File: config.mk
export PLATFORM = sky130hd
export DESIGN_NAME = linear_convolution_fir
export DESIGN_NICKNAME = d
export VERILOG_FILES = /design/src/rtl/core/lcf_pkg.sv /design/src/rtl/core/lcf_ram.sv /design/src/rtl/core/lcf_front.sv /design/src/rtl/core/lcf_back.sv /design/src/rtl/core/linear_convolution_fir.sv
export SDC_FILE = /design/constraint.sdc
export NUM_CORES = 2
export LEC_CHECK = 0
export BUFFER_PORTS_ARGS = -buffer_cell sky130_fd_sc_hd__buf_4
export CAP_MARGIN = 10
export CORE_ASPECT_RATIO = 1.5
export CORE_MARGIN = 3
export CORE_UTILIZATION = 44
export DETAILED_ROUTE_END_ITERATION = 12
export PLACE_DENSITY = 0.63
export SETUP_SLACK_MARGIN = 0.05
export SLEW_MARGIN = 20
export SYNTH_ARGS = -nofsm -noshare
export SYNTH_HDL_FRONTEND = slang
export SYNTH_SLANG_ARGS = --single-unit
File: constraint.sdc
create_clock -name clk -period 13.39 [get_ports clk]
set_clock_uncertainty 0.15 [all_clocks]
set_input_delay 2.678 -clock clk [delete_from_list [all_inputs] [get_ports clk]]
set_output_delay 2.678 -clock clk [all_outputs]
set_load 0.01 [all_outputs]
File: src/rtl/core/lcf_pkg.sv
// ----------------------------------------------------------------------------
// lcf_pkg
// Shared types and constants of the linear convolution FIR block.
// ----------------------------------------------------------------------------
package lcf_pkg;

  localparam int RES_W = 36;   // width of one result
  localparam int IDX_W = 4;    // width of a coefficient index
  localparam int CNT_W = 5;    // width of the tap count register

  localparam logic [CNT_W-1:0] TAP_COUNT_RST = 5'd16;

  // Operation codes of an input transaction.
  localparam logic OP_LOAD   = 1'b0;
  localparam logic OP_SAMPLE = 1'b1;

  // Control part of one queued command; the sample or coefficient travels alongside.
  typedef struct packed {
    logic             is_load;
    logic [IDX_W-1:0] idx;
    logic             last;
  } lcf_entry_t;

endpackage

File: src/rtl/core/lcf_ram.sv
// ----------------------------------------------------------------------------
// lcf_ram
// Generic single-write, single-read RAM with a registered read port.
// ----------------------------------------------------------------------------
module lcf_ram #(
  parameter int WIDTH = 16,
  parameter int DEPTH = 16,
  localparam int AW = (DEPTH > 1) ? $clog2(DEPTH) : 1
) (
  input  logic             clk,
  input  logic             we,
  input  logic [AW-1:0]    waddr,
  input  logic [WIDTH-1:0] wdata,
  input  logic [AW-1:0]    raddr,
  output logic [WIDTH-1:0] rdata
);

  logic [WIDTH-1:0] mem [DEPTH];

  always_ff @(posedge clk) begin
    if (we) begin
      mem[waddr] <= wdata;
    end
    rdata <= mem[raddr];
  end

endmodule

File: src/rtl/core/lcf_front.sv
// ----------------------------------------------------------------------------
// lcf_front
// Accepts input transactions, drops coefficient loads aimed beyond the
// coefficient store and queues everything else in order for the back end.
// ----------------------------------------------------------------------------
module lcf_front import lcf_pkg::*; #(
  parameter int TAPS         = 16,
  parameter int SAMPLE_WIDTH = 16
) (
  input  logic                    clk,
  input  logic                    rst_n,
  input  logic                    in_valid,
  output logic                    in_stall,
  input  logic                    in_op,
  input  logic [IDX_W-1:0]        in_coef_index,
  input  logic [SAMPLE_WIDTH-1:0] in_value,
  input  logic                    in_last,
  output logic                    q_valid,
  input  logic                    q_pop,
  output lcf_entry_t              q_entry,
  output logic [SAMPLE_WIDTH-1:0] q_value
);

  localparam int QDEPTH = 2;
  localparam int QCW    = 2;

  lcf_entry_t              ent_r [QDEPTH];
  logic [SAMPLE_WIDTH-1:0] val_r [QDEPTH];
  logic                    wr_ptr_r;
  logic                    rd_ptr_r;
  logic [QCW-1:0]          count_r;
  logic                    keep;
  logic                    push;
  lcf_entry_t              new_entry;

  assign in_stall = (count_r == QCW'(QDEPTH));
  assign keep     = (in_op == OP_SAMPLE) || (32'(in_coef_index) < TAPS);
  assign push     = in_valid && !in_stall && keep;

  always_comb begin
    new_entry.is_load = (in_op == OP_LOAD);
    new_entry.idx     = in_coef_index;
    new_entry.last    = in_last;
  end

  assign q_valid = (count_r != '0);
  assign q_entry = ent_r[rd_ptr_r];
  assign q_value = val_r[rd_ptr_r];

  always_ff @(posedge clk) begin
    if (!rst_n) begin
      wr_ptr_r <= 1'b0;
      rd_ptr_r <= 1'b0;
      count_r  <= '0;
    end else begin
      if (push) begin
        ent_r[wr_ptr_r] <= new_entry;
        val_r[wr_ptr_r] <= in_value;
        wr_ptr_r        <= !wr_ptr_r;
      end
      if (q_pop) begin
        rd_ptr_r <= !rd_ptr_r;
      end
      count_r <= count_r + QCW'(push) - QCW'(q_pop);
    end
  end

endmodule

File: src/rtl/core/lcf_back.sv
// ----------------------------------------------------------------------------
// lcf_back
// Executes queued commands: writes coefficients, and for each output position
// runs one multiply-accumulate per tap over the coefficient and delay RAMs.
// ----------------------------------------------------------------------------
module lcf_back import lcf_pkg::*; #(
  parameter int TAPS         = 16,
  parameter int SAMPLE_WIDTH = 16
) (
  input  logic                    clk,
  input  logic                    rst_n,
  input  logic [CNT_W-1:0]        tap_count,
  input  logic                    q_valid,
  output logic                    q_pop,
  input  lcf_entry_t              q_entry,
  input  logic [SAMPLE_WIDTH-1:0] q_value,
  output logic                    out_valid,
  input  logic                    out_stall,
  output logic [RES_W-1:0]        out_result,
  output logic                    out_final_res
);

  localparam int AW  = (TAPS > 1) ? $clog2(TAPS) : 1;
  localparam int TCW = $clog2(TAPS + 1);
  localparam int PW  = 2 * SAMPLE_WIDTH;

  typedef enum logic [1:0] {
    ST_IDLE,
    ST_MAC,
    ST_DRAIN,
    ST_EMIT
  } state_t;

  state_t                         state_r;
  logic [AW-1:0]                  j_r;
  logic [AW-1:0]                  dp_r;
  logic [AW-1:0]                  wp_r;
  logic [TCW-1:0]                 tail_left_r;
  logic                           last_r;
  logic signed [SAMPLE_WIDTH-1:0] x_r;
  logic [TAPS-1:0]                dval_r;
  logic                           s1_vld_r;
  logic                           s1_first_r;
  logic                           s1_last_r;
  logic                           s1_dval_r;
  logic                           s2_vld_r;
  logic                           s2_first_r;
  logic                           s2_last_r;
  logic signed [PW-1:0]           s2_prod_r;
  logic                           done_r;
  logic signed [RES_W-1:0]        acc_r;
  logic                           out_valid_r;
  logic [RES_W-1:0]               out_result_r;
  logic                           out_final_r;

  logic [TCW-1:0]                 tc;
  logic [TCW-1:0]                 tc_m1;
  logic                           coef_we;
  logic                           dly_we;
  logic [AW-1:0]                  dly_raddr;
  logic [SAMPLE_WIDTH-1:0]        coef_rdata;
  logic [SAMPLE_WIDTH-1:0]        dly_rdata;
  logic signed [SAMPLE_WIDTH-1:0] coef_s;
  logic signed [SAMPLE_WIDTH-1:0] h_s;
  logic signed [PW-1:0]           prod;
  logic                           slot_free;
  logic                           final_now;
  logic                           emit;

  function automatic logic [AW-1:0] ptr_dec(input logic [AW-1:0] p);
    return (p == '0) ? AW'(TAPS - 1) : p - AW'(1);
  endfunction

  function automatic logic [AW-1:0] ptr_inc(input logic [AW-1:0] p);
    return (p == AW'(TAPS - 1)) ? '0 : p + AW'(1);
  endfunction

  // A tap count of zero behaves as one, anything above TAPS as TAPS.
  always_comb begin
    priority if (tap_count == '0) begin
      tc = TCW'(1);
    end else if (32'(tap_count) > TAPS) begin
      tc = TCW'(TAPS);
    end else begin
      tc = TCW'(tap_count);
    end
  end

  assign tc_m1     = tc - TCW'(1);
  assign q_pop     = (state_r == ST_IDLE) && q_valid;
  assign coef_we   = q_pop && q_entry.is_load;
  assign dly_we    = (state_r == ST_DRAIN) && done_r;
  assign dly_raddr = ptr_dec(dp_r);
  assign slot_free = !out_valid_r || !out_stall;
  assign final_now = last_r && (tail_left_r == '0);
  assign emit      = (state_r == ST_EMIT) && slot_free;

  lcf_ram #(
    .WIDTH (SAMPLE_WIDTH),
    .DEPTH (TAPS)
  ) u_coef_ram (
    .clk   (clk),
    .we    (coef_we),
    .waddr (AW'(q_entry.idx)),
    .wdata (q_value),
    .raddr (j_r),
    .rdata (coef_rdata)
  );

  // Circular history of past samples; an entry without its valid bit reads as zero.
  lcf_ram #(
    .WIDTH (SAMPLE_WIDTH),
    .DEPTH (TAPS)
  ) u_dly_ram (
    .clk   (clk),
    .we    (dly_we),
    .waddr (wp_r),
    .wdata (x_r),
    .raddr (dly_raddr),
    .rdata (dly_rdata)
  );

  assign coef_s = $signed(coef_rdata);
  assign h_s    = s1_first_r ? x_r : (s1_dval_r ? $signed(dly_rdata) : '0);
  assign prod   = coef_s * h_s;

  always_ff @(posedge clk) begin
    if (!rst_n) begin
      state_r     <= ST_IDLE;
      j_r         <= '0;
      dp_r        <= '0;
      wp_r        <= '0;
      tail_left_r <= '0;
      last_r      <= 1'b0;
      dval_r      <= '0;
      s1_vld_r    <= 1'b0;
      s2_vld_r    <= 1'b0;
      done_r      <= 1'b0;
      out_valid_r <= 1'b0;
    end else begin
      // Multiply-accumulate pipeline: read, multiply, accumulate.
      s1_vld_r   <= (state_r == ST_MAC);
      s1_first_r <= (j_r == '0);
      s1_last_r  <= (TCW'(j_r) == tc_m1);
      s1_dval_r  <= dval_r[dly_raddr];
      s2_vld_r   <= s1_vld_r;
      s2_first_r <= s1_first_r;
      s2_last_r  <= s1_last_r;
      s2_prod_r  <= prod;
      done_r     <= s2_vld_r && s2_last_r;
      if (s2_vld_r) begin
        acc_r <= s2_first_r ? RES_W'(s2_prod_r) : acc_r + RES_W'(s2_prod_r);
      end

      if (out_valid_r && !out_stall && !emit) begin
        out_valid_r <= 1'b0;
      end

      unique case (state_r)
        ST_IDLE: begin
          if (q_valid && !q_entry.is_load) begin
            x_r         <= $signed(q_value);
            last_r      <= q_entry.last;
            tail_left_r <= q_entry.last ? tc_m1 : '0;
            j_r         <= '0;
            dp_r        <= wp_r;
            state_r     <= ST_MAC;
          end
        end
        ST_MAC: begin
          j_r <= j_r + AW'(1);
          if (j_r != '0) begin
            dp_r <= ptr_dec(dp_r);
          end
          if (TCW'(j_r) == tc_m1) begin
            state_r <= ST_DRAIN;
          end
        end
        ST_DRAIN: begin
          if (done_r) begin
            dval_r[wp_r] <= 1'b1;
            wp_r         <= ptr_inc(wp_r);
            state_r      <= ST_EMIT;
          end
        end
        ST_EMIT: begin
          if (slot_free) begin
            out_valid_r  <= 1'b1;
            out_result_r <= acc_r;
            out_final_r  <= final_now;
            if (tail_left_r != '0) begin
              // Tail positions shift zeros through the history.
              tail_left_r <= tail_left_r - TCW'(1);
              x_r         <= '0;
              j_r         <= '0;
              dp_r        <= wp_r;
              state_r     <= ST_MAC;
            end else begin
              if (last_r) begin
                dval_r <= '0;
                wp_r   <= '0;
              end
              state_r <= ST_IDLE;
            end
          end
        end
        default: begin
          state_r <= ST_IDLE;
        end
      endcase
    end
  end

  assign out_valid     = out_valid_r;
  assign out_result    = out_result_r;
  assign out_final_res = out_final_r;

  a_done_in_drain: assert property (@(posedge clk) disable iff (!rst_n)
    done_r |-> (state_r == ST_DRAIN))
    else $error("accumulation finished outside the drain state");

  a_tap_bound: assert property (@(posedge clk) disable iff (!rst_n)
    (state_r == ST_MAC) |-> (TCW'(j_r) <= tc_m1))
    else $error("tap counter ran past the tap count");

  a_history_clear: assert property (@(posedge clk) disable iff (!rst_n)
    ((state_r == ST_EMIT) && slot_free && last_r && (tail_left_r == '0))
      |=> (dval_r == '0))
    else $error("history not cleared after the final output of a block");

endmodule

File: src/rtl/core/linear_convolution_fir.sv
// ----------------------------------------------------------------------------
// linear_convolution_fir
// Streaming full linear convolution of a Q1.15 signal with a Q1.15 kernel.
// ----------------------------------------------------------------------------
// Input channel (in_valid / in_stall): with in_op = 0 a transaction writes
// in_value as kernel tap in_coef_index and gives no output; indexes of TAPS
// and above are ignored. With in_op = 1 it presents one signal sample; in_last
// marks the final sample of a block. Output channel (out_valid / out_stall):
// one exact Q6.30 sum per sample, and after the last sample tap_count-1 tail
// sums, the final one flagged by out_final_res. Configuration: cfg_tap_count
// sets the kernel length. The user must write it only while the block is
// idle; the block itself does not enforce this. A single multiplier handles
// one tap per cycle. A sample holds the back end through the queue pop, the
// taps in turn, the read, multiply and accumulate pipeline and the result
// hand-off; the back end pops no new command until that result is handed
// off. Each tail position follows on without a pop. A coefficient load is
// written into the coefficient RAM as it is popped.
// A two-entry command queue sits between the front and the back end, so
// inputs keep being accepted while a result waits on a stalled receiver;
// in_stall rises when the queue is full. Reset empties the queue, clears the
// sample history and sets the tap count to 16; coefficients must be loaded
// again before use.
// ----------------------------------------------------------------------------
module linear_convolution_fir import lcf_pkg::*; #(
  parameter int TAPS         = 16,
  parameter int SAMPLE_WIDTH = 16
) (
  input  logic                    clk,
  input  logic                    rst_n,
  input  logic                    in_valid,
  output logic                    in_stall,
  input  logic                    in_op,
  input  logic [IDX_W-1:0]        in_coef_index,
  input  logic [SAMPLE_WIDTH-1:0] in_value,
  input  logic                    in_last,
  output logic                    out_valid,
  input  logic                    out_stall,
  output logic [RES_W-1:0]        out_result,
  output logic                    out_final_res,
  input  logic                    cfg_valid,
  output logic                    cfg_ready,
  input  logic [CNT_W-1:0]        cfg_tap_count
);

  logic [CNT_W-1:0]        tap_count_r;
  logic                    q_valid;
  logic                    q_pop;
  lcf_entry_t              q_entry;
  logic [SAMPLE_WIDTH-1:0] q_value;

  assign cfg_ready = 1'b1;

  always_ff @(posedge clk) begin
    if (!rst_n) begin
      tap_count_r <= TAP_COUNT_RST;
    end else if (cfg_valid && cfg_ready) begin
      tap_count_r <= cfg_tap_count;
    end
  end

  lcf_front #(
    .TAPS         (TAPS),
    .SAMPLE_WIDTH (SAMPLE_WIDTH)
  ) u_front (
    .clk           (clk),
    .rst_n         (rst_n),
    .in_valid      (in_valid),
    .in_stall      (in_stall),
    .in_op         (in_op),
    .in_coef_index (in_coef_index),
    .in_value      (in_value),
    .in_last       (in_last),
    .q_valid       (q_valid),
    .q_pop         (q_pop),
    .q_entry       (q_entry),
    .q_value       (q_value)
  );

  lcf_back #(
    .TAPS         (TAPS),
    .SAMPLE_WIDTH (SAMPLE_WIDTH)
  ) u_back (
    .clk           (clk),
    .rst_n         (rst_n),
    .tap_count     (tap_count_r),
    .q_valid       (q_valid),
    .q_pop         (q_pop),
    .q_entry       (q_entry),
    .q_value       (q_value),
    .out_valid     (out_valid),
    .out_stall     (out_stall),
    .out_result    (out_result),
    .out_final_res (out_final_res)
  );

endmodule
# Word level (Yosys, flattened, before mapping)
# Memory sizes are Yosys's and may differ from the RTL's. A register that Yosys moved wholly into a read port is not among the register bits.
# Cells that the tools add are included.
word_totals:
  in_bits: 32
  out_inout_bits: 40
  word_cells: 156
  n_memories: 4
  register_bits: 175
  mem_bits_rw: 556
mem_list:
  columns: ["name", "depth", "word_bits", "read_ports", "rd_ports_with_merged_regs", "wr", "line", "source"]
  rows:
  - ["u_back.u_coef_ram.mem", 16, 16, 1, 1, 1, "lcf_ram.sv:18", "logic [WIDTH-1:0] mem [DEPTH];"]
  - ["u_back.u_dly_ram.mem", 16, 16, 1, 1, 1, "lcf_ram.sv:18", null]
  - ["u_front.val_r", 2, 16, 1, 1, 1, "lcf_front.sv:28", "logic [SAMPLE_WIDTH-1:0] val_r [QDEPTH];"]
  - ["u_front.ent_r", 2, 6, 1, 1, 1, "lcf_front.sv:27", "lcf_entry_t ent_r [QDEPTH];"]
classes:
  muxes: 59
  reduce_logical: 39
  mul: 1
  n_addsub: 8
  bitwise_logic: 2
  magnitude_cmp: 4
  eq_ne: 14
ops:
  columns: ["operator", "count"]
  rows:
  - ["16-bit two-way mux", 9]
  - ["16-bit case mux with 2 select lines", 2]
  - ["4-bit two-way mux", 13]
  - ["36-bit by 32-bit adder with 36-bit output", 1]
  - ["36-bit two-way mux", 1]
  - ["16-bit by 16-bit multiplier with 32-bit output", 1]
  - ["5-bit two-way mux", 6]
  - ["4-bit case mux with 3 select lines", 2]
  - ["1-bit two-way mux", 17]
  - ["16-bit OR", 1]
  - ["5-bit AND reduction", 3]
  - ["4-bit AND reduction", 3]
  - ["1-bit logical AND", 11]
  - ["5-bit zero test", 2]
  - ["4-bit by 5-bit less-than comparator with 1-bit output (second input constant)", 2]
  - ["2-bit != test (second input constant)", 5]
  - ["5-bit case mux with 2 select lines", 1]
  - ["5-bit by 1-bit subtractor with 5-bit output (second input constant)", 2]
  - ["4-bit by 1-bit adder with 4-bit output (second input constant)", 2]
  - ["4-bit zero test", 2]
  - ["2-bit two-way mux", 4]
  - ["2-bit case mux with 4 select lines", 1]
  - ["4-bit case mux with 2 select lines", 1]
  - ["1-bit zero test", 7]
  - ["21 further kinds", 28]

# Depth between registers and ports, before layout
logic_depth:
  ltp_word: 8
  ltp_mapped: 28
  mapped_depth_nobuf: 25

# Cells and area by module
# Synthesis repeated with hierarchy kept, for this count alone.
unflattened:
  cells_unflattened: 2813
  area_unflattened_um2: 40238.6
modules_own_cells:
  columns: ["mod", "seq_area_each_um2", "cells_each", "instances", "area_per_inst_um2"]
  rows:
  - ["lcf_back", 4584.4, 1837, 1, 18124.9]
  - ["lcf_ram (u_back.u_coef_ram)", 8007.7, 432, 1, 10043.4]
  - ["lcf_ram (u_back.u_dly_ram)", 8007.7, 432, 1, 10042.1]
  - ["lcf_front", 1421.4, 94, 1, 1826.8]
  - ["linear_convolution_fir", 100.1, 18, 1, 201.4]

# Worst setup path after synthesis
# Ideal clock, no wire load.
synth_timing:
  kind: "register to register"
  startpoint: "reg u_back.s1_first_r"
  endpoint: "reg u_back.s2_prod_r[31], data pin"
  path_stages_with_launch: 27
  n_path_buf: 3
  synth_period_minus_slack_ps: 7045
  setup_slack_ps: 6345
  arrival_time_ps: 6738
  cell_sequence: "edfxtp_1 clkbuf_1 nor2b_1 clkbuf_1 a22o_1 clkbuf_1 nand2_1 fa_1 inv_1 fa_1 inv_1 fa_1 inv_1 fa_1 fa_1 inv_1 fa_1 inv_1 ha_1 o21ai_0 nand2b_1 a21oi_1 a2bb2oi_1 a31oi_1 a221o_1 and4_1 nor3_1"
synth_via:
  elab_chain_len: 2
synth_lines:
  columns: ["item", "line", "source"]
  rows:
  - ["start, declared", "lcf_back.sv:43", "logic s1_first_r;"]
  - ["start signal, assigned", "lcf_back.sv:143", "s1_first_r <= (j_r == '0);"]
  - ["16-bit two-way mux", "lcf_back.sv:124", "assign h_s = s1_first_r ? x_r : (s1_dval_r ? $signed(dly_rdata) : '0);"]
  - ["16-bit by 16-bit multiplier with 32-bit output", "lcf_back.sv:125", "assign prod = coef_s * h_s;"]
  - ["named net u_back.prod[31]", "lcf_back.sv:65", "logic signed [PW-1:0] prod;"]
  - ["end signal, assigned", "lcf_back.sv:149", "s2_prod_r <= prod;"]
  - ["end, declared", "lcf_back.sv:49", "logic signed [PW-1:0] s2_prod_r;"]
# The timed path passes the listed nets, and every way through them passes these cells.
# A chain may end at the register's enable or synchronous reset.

# Worst setup path in the final report
layout_timing:
  startpoint: "reg u_back.s1_first_r"
  endpoint: "reg u_back.s2_prod_r[29], data pin"
# Same word-level chain as after synthesis.

==> impl_metrics.csv <==
group,metric,value,unit
floorplan,core-area,90700,µm²
clock_network,clkTransAtPathRegs,0.06,ns
synth,synthAdderAreaFrac,0.172,
global_routing,grt_util_all_layers,0.186,
final_layout,area_delta_synth_final,10.8,%
synth,synth_most_common_cell,"edfxtp_1",
clock_network,postCtsSetupBuffers,0,
routing,dr.pass1.iters,5,
synth,synth.avg_cell_area,14.6,µm²
final_layout,diodes,0,
routing,post_drt_wl_per_cell,21.3,µm
setup_path,critPathArrivalTime,8.39,ns
clock_network,cts_resized,0,
setup_path,end_kind,"flop",
timing,min_period_over_period,0.606,
synth,synth_top_area_share,0.507,
synth,yosys_register_bits,764,
place,dp_hpwl,59500,µm
floorplan,die_area,95500,µm²
clock_network,cts_hold_buf,0,
global_routing,grt_pass1_vias,24308,
synth,synth_top_family_by_area,"adder cells",
timing,hold_viol_final,0,
clock_network,clk_path_buf_depth,3,
final_layout,drive_gt1_frac,0.155,
setup_path,crit_required,13.66,ns
clock_network,insertion_delay,0.63,ns
timing,slew_headroom,0.265,
clock_network,cts_tree,"yes",
synth,synth-simple-area-share,0.0737,
final_layout,nets,3279,
global_routing,grt_max_degree,74,
setup_path,cp-start-kind,"flop",
synth,synth_xor_area_frac,0.0145,
setup_path,path_buf_inv,1,
routing,drtIter0Drc,1550,
timing,rsz0062_at_grt,"no",
place,port_buffers,70,
synth,synth-edff-count,682,
floorplan,row_count,135,
synth,ys_warn_count,0,
place,place.gp.congestion,0.853,
routing,vias_per_cell,5.49,
clock_network,clockRootBuffer,"clkbuf_16",
clock_network,clock_sinks,764,
synth,synth_area_leader_cell,"edfxtp_1",
routing,ant_nets,0,
timing,min_period,8.12,ns
floorplan,die_y,377,µm
synth,synth.distinct_cells,81,
timing,setup_viol,0,
routing,drc,0,
setup_path,crit_family,"adder cells",
synth,syn-num-nets,3194,
timing,worstMarginPinSlew,1.10,ns
status,status,"finished clean",
routing,wl,86700,µm
synth,syn-cell-area,40400,µm²
setup_path,cp_cell_sequence,"nor2b_1 -> a22o_1 -> nand2_1 -> fa_1 -> inv_1 -> fa_1 -> fa_1 -> fa_1 -> fa_1 -> fa_1 -> ha_1 -> a21o_1 -> nor4_1 -> a31oi_1 -> a221o_1 -> o311ai_0",
floorplan,die_x,253,µm
setup_path,crit_top_cell,"fa_1",
global_routing,grt_pass1_wl,137000,µm
global_routing,antenna_found_initial,0,
synth,synth_compound_gate_area_share,0.0497,
clock_network,h-tree-depth,3,
global_routing,busiest_layer,"met2",
hold_path,hold_path.class,"reg -> reg",
global_routing,use_met3,0.0270,
synth,synth.top_cells.by_area,"edfxtp_1 (51%), fa_1 (13%), mux4_2 (9.2%)",
timing,finalMaxSlewViolations,0,
synth,async_reset_ff_frac,0,
global_routing,globalRouteOverflowTotal,0,
setup_path,max_stage_delay,0.89,ns
setup_path,critPathSlowestCell,"nor2b_1",
timing,fmax,123,MHz
global_routing,use_met1,0.220,
clock_network,cts_buffers,76,
routing,vias,22360,
job,cap_violations,0,
setup_path,worstSetupPathType,"reg -> reg",
synth,synth_cells,2766,
synth,synth_top_flop_cell,"edfxtp_1",
timing,tns,0,ns
synth,yosysSeqAreaShare,0.548,
setup_path,crit_path_max_fanout,19,
floorplan,ios,72,
global_routing,grt_util_met2,0.344,
synth,synthTopCellsByCount,"edfxtp_1 (682), inv_1 (321), fa_1 (263), nand2_1 (199), mux4_2 (165)",
floorplan,start_util,0.445,
synth,synth_mux_area_frac,0.101,
through the flow:
| step | cell area, µm² | cells | utilization | hold slack, ns | setup WS, ns |
|---|---|---|---|---|---|
| 2_1_floorplan | 40400 | 2766 | - | 0.250 | 6.34 |
| 3_3_place_gp | 42300 | 3937 | 0.466 | 0.258 | 5.63 |
| 3_5_place_dp | 42300 | 3937 | 0.467 | 0.259 | 5.23 |
| 4_1_cts | 44800 | 4071 | 0.493 | 0.264 | 5.23 |
| 5_1_grt | 44800 | 4071 | 0.493 | 0.260 | 4.70 |
| 6_report | 44800 | 4071 | 0.493 | 0.273 | 5.27 |
worst reg2reg max path, cell delays in order (launching register included):
cell      delay [ns]
edfxtp_1        0.65
nor2b_1         0.90
a22o_1          0.66
nand2_1         0.23
fa_1            0.59
inv_1           0.14
fa_1            0.82
fa_1            0.52
fa_1            0.58
fa_1            0.44
fa_1            0.44
ha_1            0.37
a21o_1          0.21
nor4_1          0.19
a31oi_1         0.20
a221o_1         0.43
o311ai_0        0.39
flip-flops by register name (all words and copies together), names as in the netlist, 5 cells and up, named ones only:
signal / cells
tap_count_r: 5
u_back.acc_r: 36
u_back.dval_r: 16
u_back.out_result: 36
u_back.s2_prod_r: 32
u_back.tail_left_r: 5
u_back.u_coef_ram.mem: 256
u_back.u_coef_ram.rdata: 16
u_back.u_dly_ram.mem: 256
u_back.u_dly_ram.rdata: 16
u_back.x_r: 16
u_front.ent_r: 12
u_front.val_r: 32
cells by family (layout without fill, tap and decap cells):
logic type	Yosys count	after routing
muxes	199	199
adders and majority gates	396	396
AOI/OAI and AO/OA	306	306
other	1	1
DFF	764	764
buffers and inverters	433	574
xor gates and xnor gates	67	67
and+or+nand+nor	600	600
path summary, 6_finish.rpt:
| path | startpoint | to | slack [ns] | cells after the start |
|---|---|---|---|---|
| hold reg to reg | u_back.s1_last_r$_DFFE_PP_ | u_back.s2_last_r$_DFFE_PP_ | 0.27 | 0 |
| hold / removal | u_back.s1_last_r$_DFFE_PP_ | u_back.s2_last_r$_DFFE_PP_ | 0.27 | 0 |
| setup reg to reg | u_back.s1_first_r$_DFFE_PP_ | u_back.s2_prod_r[29]$_DFFE_PP_ | 5.27 | 16 |
| setup / recovery | u_back.s1_first_r$_DFFE_PP_ | u_back.s2_prod_r[29]$_DFFE_PP_ | 5.27 | 16 |
per-layer routing:
metal  vias up  wire length (µm)  part of all wire
met4         0              2630             0.030
li1      10067                 -                 -
met3       168              3770             0.043
met2       543             46300              0.53
met5         -                 0                 0
met1     11582             34000              0.39
placed cells by master (no fill, tap or decap), types with 6 or more instances in the layout:
| cell type | count |
|---|---|
| a211o_1 | 7 |
| a211oi_1 | 19 |
| a21o_1 | 20 |
| a21oi_1 | 70 |
| a22o_1 | 14 |
| a31oi_1 | 25 |
| and2_1 | 113 |
| and3_1 | 10 |
| buf_4 | 118 |
| clkbuf_1 | 13 |
| clkbuf_16 | 77 |
| clkbuf_8 | 7 |
| clkinv_1 | 8 |
| clkinv_2 | 12 |
| dfxtp_1 | 80 |
| edfxtp_1 | 682 |
| fa_1 | 263 |
| ha_1 | 132 |
| inv_1 | 321 |
| mux2_2 | 21 |
| mux2i_1 | 13 |
| mux4_2 | 165 |
| nand2_1 | 199 |
| nand2b_1 | 13 |
| nand3_1 | 21 |
| nor2_1 | 117 |
| nor2b_1 | 48 |
| nor3_1 | 21 |
| nor3b_1 | 9 |
| o211ai_1 | 7 |
| o21a_1 | 7 |
| o21ai_0 | 68 |
| o21bai_1 | 9 |
| o31ai_1 | 6 |
| or2_2 | 7 |
| xnor2_1 | 45 |
| xor2_1 | 21 |
final cells by class:
| type | instances | area [µm²] |
|---|---|---|
| clock buffer | 97 | 2070 |
| clock inverter | 37 | 365 |
| fill | 7540 | 45900 |
| inverter | 322 | 1210 |
| multi-input combinational | 1569 | 16600 |
| sequential | 764 | 22100 |
| tap | 1164 | 1460 |
| timing repair buffer | 118 | 886 |
Power is left out: the tool's default activity adds up to more than one toggle a clock period on the data nets, which glitch-free logic cannot reach.
